--- config.mk ---
export PLATFORM = sky130hd
export DESIGN_NAME = cths_fill
export DESIGN_NICKNAME = d
export VERILOG_FILES = /design/src/design/cths_pkg.sv /design/src/design/cths_fill.sv
export SDC_FILE = /design/constraint.sdc
export NUM_CORES = 1
export LEC_CHECK = 0
export BUFFER_PORTS_ARGS = -buffer_cell sky130_fd_sc_hd__buf_2
export CAP_MARGIN = 15
export CORE_MARGIN = 8
export CORE_UTILIZATION = 59
export DETAILED_ROUTE_END_ITERATION = 8
export PLACE_DENSITY = 0.79
export RECOVER_POWER = 100
export SLEW_MARGIN = 20
export SYNTH_ARGS = -nofsm -noshare
export SYNTH_HDL_FRONTEND = slang
export SYNTH_SLANG_ARGS = --single-unit
--- constraint.sdc ---
create_clock -name clk -period 7.17 [get_ports clk]
set_clock_uncertainty 0.05 [all_clocks]
set_input_delay 0.717 -clock clk [delete_from_list [all_inputs] [get_ports clk]]
set_output_delay 0.717 -clock clk [all_outputs]
set_load 0.1 [all_outputs]
--- src/design/cths_pkg.sv ---
`timescale 1ns / 1ps
// ----------------------------------------------------------------------------
// cths_pkg: shared definitions for the crypt table string hash
// Table geometry, generator constants, seed start values and the
// interface struct between the table fill sequencer and the top level.
// ----------------------------------------------------------------------------
package cths_pkg;

	localparam int TBL_DEPTH = 1280;
	localparam int TBL_AW    = $clog2(TBL_DEPTH);
	localparam int WORD_W    = 32;
	localparam int GEN_W     = 22;
	localparam int ACC_W     = 29;   // holds gen * 125 + 3 for gen below the modulus
	localparam int QUO_SH    = 23;   // 3 * modulus is 2**23 + 1
	localparam int QUO_W     = ACC_W + 1 - QUO_SH;
	localparam int ROW_W     = 3;
	localparam int COL_W     = 8;

	localparam logic [GEN_W-1:0]  GEN_START = 22'h100001;
	localparam logic [GEN_W-1:0]  GEN_MOD   = 22'h2AAAAB;
	localparam logic [ACC_W-1:0]  GEN_MULT  = 29'd125;
	localparam logic [ACC_W-1:0]  GEN_ADD   = 29'd3;
	localparam logic [ROW_W-1:0]  ROW_LAST  = 3'd4;
	localparam logic [COL_W-1:0]  COL_LAST  = 8'hFF;

	localparam logic [WORD_W-1:0] SEED1_INIT = 32'h7FED7FED;
	localparam logic [WORD_W-1:0] SEED2_INIT = 32'hEEEEEEEE;
	localparam logic [WORD_W-1:0] SEED2_ADD  = 32'd3;

	typedef struct packed {
		logic                we;
		logic [TBL_AW-1:0]   addr;
		logic [WORD_W-1:0]   data;
		logic                done;
	} cths_fill_t;

	// fold ASCII lower case letters to upper case, leave every other byte alone
	function automatic logic [7:0] fold_upper(input logic [7:0] c);
		logic [7:0] r;
		r = c;
		if (c >= 8'h61 && c <= 8'h7A) begin
			r = c - 8'h20;
		end
		return r;
	endfunction

endpackage

--- src/design/cths_fill.sv ---
`timescale 1ns / 1ps
// ----------------------------------------------------------------------------
// cths_fill: crypt table fill sequencer
// Runs the generator (gen * 125 + 3) mod 0x2AAAAB twice per word and writes
// the table column by column after reset. The quotient is estimated as
// (3 * acc) >> 23, one subtract follows, then an add-back if it overshot;
// each generator step passes through the ST_MUL, ST_RED and ST_NEXT states.
// ----------------------------------------------------------------------------
module cths_fill (
	input  logic                clk,
	input  logic                arst_n,
	output cths_pkg::cths_fill_t fill
);
	import cths_pkg::*;

	localparam logic [1:0] ST_MUL  = 2'd0;
	localparam logic [1:0] ST_RED  = 2'd1;
	localparam logic [1:0] ST_NEXT = 2'd2;
	localparam logic [1:0] ST_DONE = 2'd3;

	logic [1:0]       state_q;
	logic [GEN_W-1:0] gen_q;
	logic [ACC_W-1:0] acc_q;
	logic             half_q;
	logic [15:0]      hi_q;
	logic [ROW_W-1:0] row_q;
	logic [COL_W-1:0] col_q;
	logic [ACC_W:0]   acc_x3;
	logic [QUO_W-1:0] quo_est;
	logic [GEN_W-1:0] gen_nx;

	// estimate is the true quotient or one above it
	assign acc_x3  = {1'b0, acc_q} + {acc_q, 1'b0};
	assign quo_est = acc_x3[ACC_W:QUO_SH];

	// add the modulus back when the estimate overshot
	assign gen_nx = acc_q[ACC_W-1] ? (acc_q[GEN_W-1:0] + GEN_MOD) : acc_q[GEN_W-1:0];

	always_ff @(posedge clk or negedge arst_n) begin
		if (!arst_n) begin
			state_q <= ST_MUL;
			gen_q   <= GEN_START;
			half_q  <= 1'b0;
			row_q   <= '0;
			col_q   <= '0;
		end else begin
			case (state_q)
				ST_MUL: begin
					state_q <= ST_RED;
				end
				ST_RED: begin
					state_q <= ST_NEXT;
				end
				ST_NEXT: begin
					gen_q   <= gen_nx;
					half_q  <= ~half_q;
					state_q <= ST_MUL;
					if (half_q) begin
						if (row_q == ROW_LAST) begin
							row_q <= '0;
							if (col_q == COL_LAST) begin
								state_q <= ST_DONE;
							end else begin
								col_q <= col_q + 8'd1;
							end
						end else begin
							row_q <= row_q + 3'd1;
						end
					end
				end
				default: begin
					state_q <= ST_DONE;
				end
			endcase
		end
	end

	// datapath of the generator, no reset needed
	always_ff @(posedge clk) begin
		if (state_q == ST_MUL) begin
			acc_q <= ACC_W'(gen_q) * GEN_MULT + GEN_ADD;
		end else if (state_q == ST_RED) begin
			acc_q <= acc_q - ACC_W'(quo_est) * ACC_W'(GEN_MOD);
		end
		if (state_q == ST_NEXT && !half_q) begin
			hi_q <= gen_nx[15:0];
		end
	end

	assign fill.we   = (state_q == ST_NEXT) && half_q;
	assign fill.addr = {row_q, col_q};
	assign fill.data = {hi_q, gen_nx[15:0]};
	assign fill.done = (state_q == ST_DONE);

	a_done_sticky: assert property (@(posedge clk) disable iff (!arst_n)
		fill.done |=> fill.done)
		else $error("fill done dropped");

	a_red_bound: assert property (@(posedge clk) disable iff (!arst_n)
		(state_q == ST_NEXT) |-> (gen_nx < GEN_MOD))
		else $error("generator value not reduced below modulus");

	a_no_write_done: assert property (@(posedge clk) disable iff (!arst_n)
		fill.done |-> !fill.we)
		else $error("table write after fill completed");

endmodule

==> results of run 1 <==
## state kept, by name, indices dropped and copies added (netlist names)
signal,flops
acc_q,29
half_q,1
gen_q,22
col_q,8
state_q,2
hi_q,16
row_q,3
## critical path, delay by kind of cell, from the launching register on
kind | cells | cell delay, ns
flops | 1 | 0.51
fa+ha+maj | 6 | 2.29
buf+inv | 3 | 0.17
simple gates | 8 | 1.91
xor+xnor | 2 | 0.35
compound gates | 8 | 1.53
## cells in the final DEF, fill, tap and decap left out, types with 29 or more instances in the layout
| cell | count |
|---|---|
| a21o_1 | 31 |
| nor2_1 | 42 |
| ha_1 | 162 |
| fa_1 | 124 |
| buf_2 | 46 |
| o21ai_0 | 46 |
| inv_1 | 246 |
| a21oi_1 | 69 |
| xor2_1 | 29 |
| buf_4 | 55 |
| xnor2_1 | 51 |
| edfxtp_1 | 45 |
| dfrtp_1 | 34 |
| nand2_1 | 98 |
## report_power, final
part	switching, µW	internal, µW
combinational	4.29	0.197
sequential	0	488
clock	206	239
total	210	727
## metrics by stage
| step | setup TNS (ns) | hold slack, ns | instance area, µm² | power (µW) |
|---|---|---|---|---|
| finish | 0 | 0.440 | 13200 | 938 |
| floorplan | 0 | 0.371 | 11800 | 497 |
| CTS | 0 | 0.440 | 12800 | 941 |
| detailed placement | -0.110 | 0.427 | 12500 | 502 |
| global placement | 0 | 0.428 | 12500 | 502 |
| global route | -1.33 | 0.465 | 13200 | 963 |
## routing by layer
metal / track usage (%) / up-vias
li1: - / 4326
met1: 28.2 / 4564
met2: 41.0 / 257
met3: 2.38 / 68
met4: 9.47 / 0
met5: 0 / -
## what timing repair did
item,CTS,global route
hold endpoints to repair,0,0
setup endpoints to repair,5,17
pin swaps,1,28
resized for setup,3,65
buffers inserted,4,14
## cells by family (layout without fill, tap and decap cells)
family	after synthesis	after routing	share of synthesized area, %
AOI/OAI and AO/OA	249	249	14.1
DFF	81	81	19.0
xor gates and xnor gates	87	87	6.50
adders and majority gates	303	303	40.0
and+or+nand+nor	244	244	9.69
buffers and inverters	287	371	9.61
muxes	12	12	1.04
## cell usage after synthesis, types with 2 or more instances
| cell | instances | area [µm²] |
|---|---|---|
| inv_1 | 252 | 946 |
| ha_1 | 177 | 2210 |
| fa_1 | 126 | 2520 |
| nand2_1 | 99 | 372 |
| a21oi_1 | 72 | 360 |
| xnor2_1 | 55 | 482 |
| o21ai_0 | 53 | 265 |
| nor2_1 | 47 | 176 |
| edfxtp_1 | 45 | 1350 |
| dfrtp_1 | 34 | 851 |
| a21o_1 | 31 | 233 |
| xor2_1 | 31 | 272 |
| clkbuf_1 | 18 | 67.6 |
| buf_4 | 16 | 120 |
| nor3_1 | 13 | 65.1 |
| a211oi_1 | 12 | 90.1 |
| and3_1 | 12 | 75.1 |
| o21a_1 | 12 | 90.1 |
| nand2b_1 | 11 | 68.8 |
| or3_1 | 11 | 68.8 |
| mux2i_1 | 10 | 100 |
| nand3_1 | 10 | 50.1 |
| nor2b_1 | 10 | 62.6 |
| nand4_1 | 8 | 50.1 |
| o211ai_1 | 8 | 60.1 |
| o21bai_1 | 8 | 60.1 |
| nor4_1 | 7 | 43.8 |
| o22ai_1 | 6 | 37.5 |
| nor3b_1 | 5 | 37.5 |
| o31ai_1 | 5 | 37.5 |
| or2_2 | 4 | 25.0 |
| a211o_1 | 3 | 26.3 |
| a21boi_0 | 3 | 22.5 |
| a221oi_1 | 3 | 26.3 |
| a31oi_1 | 3 | 18.8 |
| and2_1 | 3 | 18.8 |
| o221ai_1 | 3 | 26.3 |
| a221o_1 | 2 | 20.0 |
| dfstp_2 | 2 | 52.6 |
| mux2_2 | 2 | 22.5 |
| o311ai_0 | 2 | 17.5 |
| o41a_1 | 2 | 22.5 |
## worst min-delay path by stage
stage | start | endpoint | slack, ns | cells after the start
6_report | arst_n | row_q[1]$_DFFE_PN0P_ | 0.44 | 1
5_1_grt | col_q[7]$_DFFE_PN0P_ | col_q[7]$_DFFE_PN0P_ | 0.46 | 1
4_1_cts | col_q[7]$_DFFE_PN0P_ | col_q[7]$_DFFE_PN0P_ | 0.44 | 1
3_5_place_dp | col_q[7]$_DFFE_PN0P_ | col_q[7]$_DFFE_PN0P_ | 0.43 | 1
3_3_place_gp | col_q[7]$_DFFE_PN0P_ | col_q[7]$_DFFE_PN0P_ | 0.43 | 1
2_1_floorplan | arst_n | col_q[0]$_DFFE_PN0P_ | 0.37 | 0
## cell type report
cell class | count | area share [%]
multi-input cells | 895 | 66.1
flip-flops and latches | 81 | 17.0
inverters | 253 | 7.23
repair buffers | 102 | 4.94
well taps | 270 | 2.55
clock buffers | 10 | 1.73
clock inverters | 6 | 0.369
==> results_dict.tcl, run 1 <==
set metrics [dict create \
    crit_fanout 5 \
    fmax_ghz 0.141 \
    grt_pass1_wl_mm 45.3 \
    rows 52 \
    ys_seq_area_share_pct 19.0 \
    numCtsBuffers 9 \
    instances_no_fill 1617 \
    overflow 0 \
    n_antenna_cell 0 \
    drv_cap 0 \
    final-max-slew-violation-count 0 \
    syn_to_final_growth_pct 11.8 \
    final_util_pct 66.3 \
    critPathArrivalTime_ns 7.12 \
    cts_hold_buf 0 \
    r2r_slack_ns 0.08 \
    dpl_worst_slack_ns -0.0922 \
    ir_drop_uv 88.6 \
    dr_wl_met3_mm 1.23 \
    required_ns 7.20 \
    dieArea_um2 24900 \
    grt_setup_unrepaired "yes" \
    route.met2.wl_mm 14.3 \
    layout.nets 1647 \
    grt_use_total_pct 23.1 \
    grt_antenna_before_repair 0 \
    syn-mean-instance-area_um2 9.37 \
    wl_per_cell_um 17.2 \
    crit_end "acc_q[24]$_DFFE_PP_" \
    leakage_uw 0.00646 \
    run_status "finished, final reports clean" \
    finalCritPeriodShare_pct 98.9 \
    synth_flop_cell "edfxtp_1" \
    dp.cells 1583 \
    met1_length_mm 11.3 \
    synth_nets 1568 \
    critPathLaunchType "register" \
    fin_crit_ns 7.09 \
    n_fill_cell 1557 \
    dr_total_vias 9215 \
    max_stage_delay_ns 0.52 \
    synth.distinct_cells 69 \
    grt_max_degree 37 \
    tightest_slew_ns 0.903 \
    crit_slowest_cell "fa_1" \
    cts.reportedPaths.clkPinSlew_ns 0.07 \
    crit_top_cell "inv_1" \
    cts_buffer_depth 2 \
    initial_core_util_pct 59.3 \
    async_reset_ff_share_pct 44.4 \
    fin_ws_ns 0.0822 \
    hpwl_mm 21.4 \
    yosys_warnings 0 \
    cts_root_buf "clkbuf_16" \
    grt_pass1_vias 9192 \
    multiInputGateArea_um2 8750 \
    clk-insertion-delay-late_ns 0.35 \
    port_buffers 46 \
    finalSetupViolations 0 \
    synth_edf_count 45 \
    ant_nets 0 \
    drc 0 \
    vias_per_cell 5.70 \
    final-hold-violation-count 0 \
    h-tree-depth 3 \
    first_iter_violations 471 \
    netlist_instances 1263 \
    first_pass_iters 6 \
    netlist_area_um2 11800 \
    regArea_um2 2250 \
    fp.coreArea_um2 20000 \
    end_kind "register" \
    reg2reg_to "acc_q[24]$_DFFE_PP_" \
    ff2ff_path_depth 27 \
    ys_ff_latch 81 \
    die_h_um 158 \
    rr_startpoint "acc_q[18]$_DFFE_PP_" \
    layout-drive-gt1-share_pct 14.3 \
    max-slew-margin-rel_pct 39.8 \
    power_density_nw_per_um2 70.8 \
    cts_tree "done" \
    ioPinCount 47 \
    die_w_um 158 \
    crit_type "reg -> reg" \
    startpoint "acc_q[18]$_DFFE_PP_" \
    drt-total-wl_mm 27.8 \
    gp_congestion 0.909 \
    hold_class "in -> async" \
    routed.top_layer "met4" \
    cts_sinks 81 \
]
No activity file was read; power rests on OpenSTA's default activity.
==> inputs of run 2 (changes only) <==
CORE_UTILIZATION = 48   (was 59)
PLACE_DENSITY = 0.66   (was 0.79)
==> run 2 against run 1 <==
Compared with the run above: the run now ends with max-capacitance violations, max-slew violations left; critical path type unchanged; cell area barely moved; highest routed layer unchanged; final cell count rose by 4.0%; largest cell class unchanged; utilization fell by 12 points; wire length fell by 2.1%; global-route usage fell by 4.3 points; setup slack improved by 0.16 ns; via count fell by 3.3%.
==> results_dict.tcl, run 2 (synthesis results as in run 1) <==
set metrics [dict create \
    ir_drop_uv 125 \
    grt_antenna_before_repair 0 \
    hold_class "reg -> reg" \
    drc 0 \
    required_ns 7.24 \
    fin_crit_ns 6.93 \
    hpwl_mm 22.1 \
    cts_sinks 81 \
    gp_congestion 0.906 \
    min_to "col_q[7]$_DFFE_PN0P_" \
    routed.top_layer "met4" \
    dp.cells 1650 \
    leakage_uw 0.00637 \
    fp.coreArea_um2 24200 \
    stdcell_area_um2 13200 \
    syn_to_final_growth_pct 11.8 \
    layout_common_cells "249 x inv_1, 168 x ha_1, 125 x fa_1, 98 x nand2_1, 69 x a21oi_1" \
    final-hold-violation-count 0 \
    wl_per_cell_um 16.2 \
    layout-drive-gt1-share_pct 10.2 \
    crit_slowest_cell "fa_1" \
    dieArea_um2 29900 \
    critPathArrivalTime_ns 7.00 \
    run_status "finished with violations" \
    grt_pass1_wl_mm 46.6 \
    layout.nets 1658 \
    rows 57 \
    numCtsBuffers 9 \
    crit_family "compound AO/OA/AOI/OAI gates" \
    crit_type "reg -> reg" \
    rr_startpoint "acc_q[19]$_DFFE_PP_" \
    end_kind "register" \
    first_pass_iters 4 \
    cts_buffer_depth 2 \
    crit_fanout 5 \
    cts_tree "done" \
    r2r_slack_ns 0.24 \
    top_regs "acc_q: 29 flops, gen_q: 22 flops, hi_q: 16 flops" \
    grt_setup_unrepaired "yes" \
    grt_pass1_vias 9247 \
    n_fill_cell 2227 \
    cts.reportedPaths.clkPinSlew_ns 0.07 \
    ioPinCount 47 \
    dpl-instance-area_um2 12700 \
    combPwrFrac_pct 0.5 \
    port_buffers 46 \
    die_h_um 173 \
    reg2reg_to "acc_q[23]$_DFFE_PP_" \
    p_sw_uw 224 \
    tightest_slew_ns 2.21 \
    drt-total-wl_mm 27.3 \
    clk-insertion-delay-late_ns 0.36 \
    largest_register_ffs 29 \
    sw_frac_of_total_pct 23.5 \
    vias_per_cell 5.30 \
    cts_root_buf "clkbuf_16" \
    route.met2.wl_mm 13.5 \
    p_seq_share_pct 51.2 \
    cp.depth 28 \
    drv_cap 2 \
    finalCritPeriodShare_pct 96.6 \
    grt_max_degree 37 \
    fin_tns_setup_ns 0 \
    max_stage_delay_ns 0.53 \
    p_int_uw 728 \
    met1_length_mm 12.2 \
    die_w_um 173 \
    violations "max-capacitance violations, max-slew violations" \
    dr_wl_met3_um 803 \
    min_from "col_q[7]$_DFFE_PN0P_" \
    grt_use_total_pct 18.8 \
    fmax_ghz 0.144 \
    final-max-slew-violation-count 68 \
    dr_total_vias 8911 \
    h-tree-depth 3 \
    ant_nets 0 \
    final_common_cell "inv_1" \
    holdPathStages 1 \
    clockPowerShare_pct 48.3 \
    critPathLaunchType "register" \
    power_density_nw_per_um2 72.0 \
    first_iter_violations 466 \
    power.total_uw 952 \
    instances_no_fill 1682 \
    n_antenna_cell 0 \
    top_register "acc_q" \
    max-slew-margin-rel_pct -47.5 \
    ff2ff_path_depth 28 \
    initial_core_util_pct 48.8 \
    overflow 0 \
    path_buf_inv 5 \
    finalSetupViolations 0 \
    crit_top_cell "inv_1" \
]
run 2: what timing repair did:
action	in CTS	in global routing
pin swaps	0	24
resized for setup	5	47
endpoints found under the hold margin	0	0
buffers inserted	5	12
hold buffers	0	0
endpoints found under the setup margin	3	16
run 2: worst max path at each step:
stage                              startpoint                   to  slack [ns]
after floorplan           acc_q[17]$_DFFE_PP_  acc_q[25]$_DFFE_PP_        0.34
after global placement     acc_q[2]$_DFFE_PP_  acc_q[25]$_DFFE_PP_         0.1
after detailed placement  acc_q[19]$_DFFE_PP_  acc_q[26]$_DFFE_PP_       0.006
after CTS                  acc_q[2]$_DFFE_PP_  acc_q[26]$_DFFE_PP_       0.008
after global routing      acc_q[15]$_DFFE_PP_  acc_q[25]$_DFFE_PP_       -0.09
final                     acc_q[19]$_DFFE_PP_  acc_q[23]$_DFFE_PP_        0.24
run 2: power groups by stage:
stage | clock (µW) | sequential [µW] | combinational [µW]
4_1_cts | 466 | 488 | 4.94
3_3_place_gp | 0 | 497 | 4.91
3_5_place_dp | 0 | 497 | 4.88
2_1_floorplan | 0 | 497 | 0.00505
5_1_grt | 486 | 487 | 5.33
6_report | 460 | 488 | 4.47
run 2: worst reg2reg max path: cells and delay by family (launching register included):
kind            cells  cell delay, ns
xor+xnor            2            0.32
flops               1            0.42
compound gates     12            2.93
simple gates        3            0.45
fa+ha+maj           6            2.05
buf+inv             5            0.45
run 2: final cells by class:
type,instances,area (µm²),share of cell area [%]
clock buffers,10,229,1.73
clock inverters,6,50.0,0.378
repair buffers,113,666,5.03
multi-input cells,895,8670,65.6
well taps,324,405,3.06
flip-flops and latches,81,2250,17.0
inverters,253,953,7.21
run 2: metal layers:
layer | track usage, % | vias to the layer above
li1 | - | 4353
met1 | 24.0 | 4368
met2 | 32.7 | 143
met3 | 2.11 | 47
met4 | 6.54 | 0
met5 | 0 | -
run 2: through the flow:
step                util (%)  setup slack [ns]  hold slack [ns]
floorplan                  -             0.337            0.371
global placement        52.3            0.0998            0.429
detailed placement      52.3           0.00612            0.429
CTS                     53.7           0.00780            0.443
global route            54.6           -0.0934            0.472
finish                  54.6             0.242            0.444
==> inputs of run 3 (changes only) <==
CTS_BUF_LIST = sky130_fd_sc_hd__clkbuf_8 sky130_fd_sc_hd__clkbuf_16   (was not set)
==> run 3 against run 2 <==
Compared with the run above: the flow still finishes with violations (max-capacitance violations, max-slew violations); critical path depth is the same; final cell count is the same; flip-flop and latch count is the same; maximum frequency is essentially flat; power is essentially flat; sequential share of layout area is the same; sequential power is essentially flat; non-clock buffer count is the same; cell area is the same; count of clock-buffer cells in the layout shrank 1; largest cell class unchanged.
==> results_dict.tcl, run 3 (synthesis results as in run 1) <==
set metrics [dict create \
    run_status "finished with violations" \
    violations "max-capacitance violations, max-slew violations" \
    clk-insertion-delay-late_ns 0.36 \
    cts_hold_buf 0 \
    crit_fanout 5 \
    fp.coreArea_um2 24200 \
    fmax_ghz 0.144 \
    finalCritPeriodShare_pct 96.6 \
    ant_nets 0 \
    fin_crit_ns 6.93 \
    dp.cells 1650 \
    leakage_uw 0.00637 \
    drv_cap 2 \
    globalRouteMet3Util_pct 2.11 \
    cts_sinks 81 \
    grt_pass1_vias 9247 \
    cts_buffer_depth 2 \
    vias_per_cell 5.30 \
    tightest_slew_ns 2.22 \
    cts_tree "done" \
    final_util_pct 54.6 \
    grt_antenna_before_repair 0 \
    max_stage_delay_ns 0.53 \
    ir_drop_uv 125 \
    final-max-slew-violation-count 68 \
    drt-total-wl_mm 27.3 \
    grt_use_met1_pct 24.0 \
    first_pass_iters 4 \
    port_buffers 46 \
    top_register "acc_q" \
    ioPinCount 47 \
    n_fill_cell 2227 \
    dieArea_um2 29900 \
    crit_type "reg -> reg" \
    r2r_slack_ns 0.24 \
    layout-drive-gt1-share_pct 10.2 \
    finalSetupViolations 0 \
    largest_register_ffs 29 \
    hold_class "reg -> reg" \
    grt_use_total_pct 18.8 \
    grt_setup_unrepaired "yes" \
    hold_ws_ns 0.444 \
    end_kind "register" \
    n_antenna_cell 0 \
    die_w_um 173 \
    cts_root_buf "clkbuf_16" \
    critPathLaunchType "register" \
    fin_tns_setup_ns 0 \
    layout.nets 1658 \
    cts.reportedPaths.clkPinSlew_ns 0.07 \
    power_density_nw_per_um2 71.9 \
    top_regs "acc_q: 29 flops, gen_q: 22 flops, hi_q: 16 flops" \
    use_met2_pct 32.7 \
    h-tree-depth 3 \
    final_common_cell "inv_1" \
    first_iter_violations 465 \
    max-slew-margin-rel_pct -47.7 \
    hpwl_mm 22.1 \
    instances_no_fill 1682 \
    dpl_worst_slack_ns 0.00612 \
    dr_total_vias 8913 \
    syn_to_final_growth_pct 11.8 \
    drc 0 \
    numCtsBuffers 9 \
    wl_per_cell_um 16.2 \
    initial_core_util_pct 48.8 \
    die_h_um 173 \
    required_ns 7.24 \
    critPathArrivalTime_ns 7.00 \
    final-hold-violation-count 0 \
    busiest_layer "met2" \
    crit_top_cell "inv_1" \
    layout_common_cells "250 x inv_1, 168 x ha_1, 125 x fa_1, 98 x nand2_1, 69 x a21oi_1" \
    overflow 0 \
    grt_max_degree 37 \
    grt_pass1_wl_mm 46.6 \
    rows 57 \
    fin_ws_ns 0.242 \
    gp_congestion 0.906 \
    crit_slowest_cell "fa_1" \
]
==> run 3: cell count changes in the layout (fill, tap and decap cells not counted), sizes merged <==
cell	before	now
clkbuf	63	62
inv	256	257
==> run 3: stage by stage <==
step / cell area [µm²] / power [µW]
2_1_floorplan: 11800 / 497
3_3_place_gp: 12700 / 502
3_5_place_dp: 12700 / 502
4_1_cts: 13000 / 957
5_1_grt: 13200 / 978
6_report: 13200 / 951
==> run 3: critical path, delay by kind of cell (launching register included) <==
family | cells | cell delay [ns]
xor gates and xnor gates | 2 | 0.31
adders and majority gates | 6 | 2.05
buffers and inverters | 5 | 0.45
AOI/OAI and AO/OA | 12 | 2.91
and+or+nand+nor | 3 | 0.45
DFF | 1 | 0.42
==> run 3: report_power, final <==
part / switching [µW] / total, µW / internal (µW) / leakage (µW)
Clock: 220 / 459 / 239 / 0.000140
Sequential: 0 / 488 / 488 / 0.000886
Combinational: 4.38 / 4.47 / 0.0840 / 0.00534
==> run 3: metal layers <==
metal	vias up	share of wire (%)
met2	149	50
met5	-	0
met4	0	2.8
met3	47	3.0
li1	4353	-
met1	4364	45
==> run 3: worst paths after layout <==
check / from / to / cells after the start
max in group asynchronous: arst_n / gen_q[1]$_DFFE_PN0P_ / 1
setup / recovery: acc_q[19]$_DFFE_PP_ / acc_q[23]$_DFFE_PP_ / 28
setup reg to reg: acc_q[19]$_DFFE_PP_ / acc_q[23]$_DFFE_PP_ / 28
hold / removal: col_q[7]$_DFFE_PN0P_ / col_q[7]$_DFFE_PN0P_ / 1
hold reg to reg: col_q[7]$_DFFE_PN0P_ / col_q[7]$_DFFE_PN0P_ / 1
min in group asynchronous: arst_n / row_q[1]$_DFFE_PN0P_ / 1
==> run 3: cell type report <==
cell class	instances	area, µm²	area share [%]
Multi-Input combinational cell	895	8670	65.6
Sequential cell	81	2250	17.0
Inverter	253	953	7.21
Timing Repair Buffer	113	666	5.03
Tap cell	324	405	3.06
Clock buffer	9	225	1.70
Clock inverter	7	53.8	0.407
==> run 3: what timing repair did <==
action | in CTS | in global routing
setup buffers | 5 | 12
pin swaps | 0 | 24
resized for setup | 5 | 47
endpoints found under the setup margin | 3 | 16
hold endpoints to repair | 0 | 0
cloned | 0 | 0
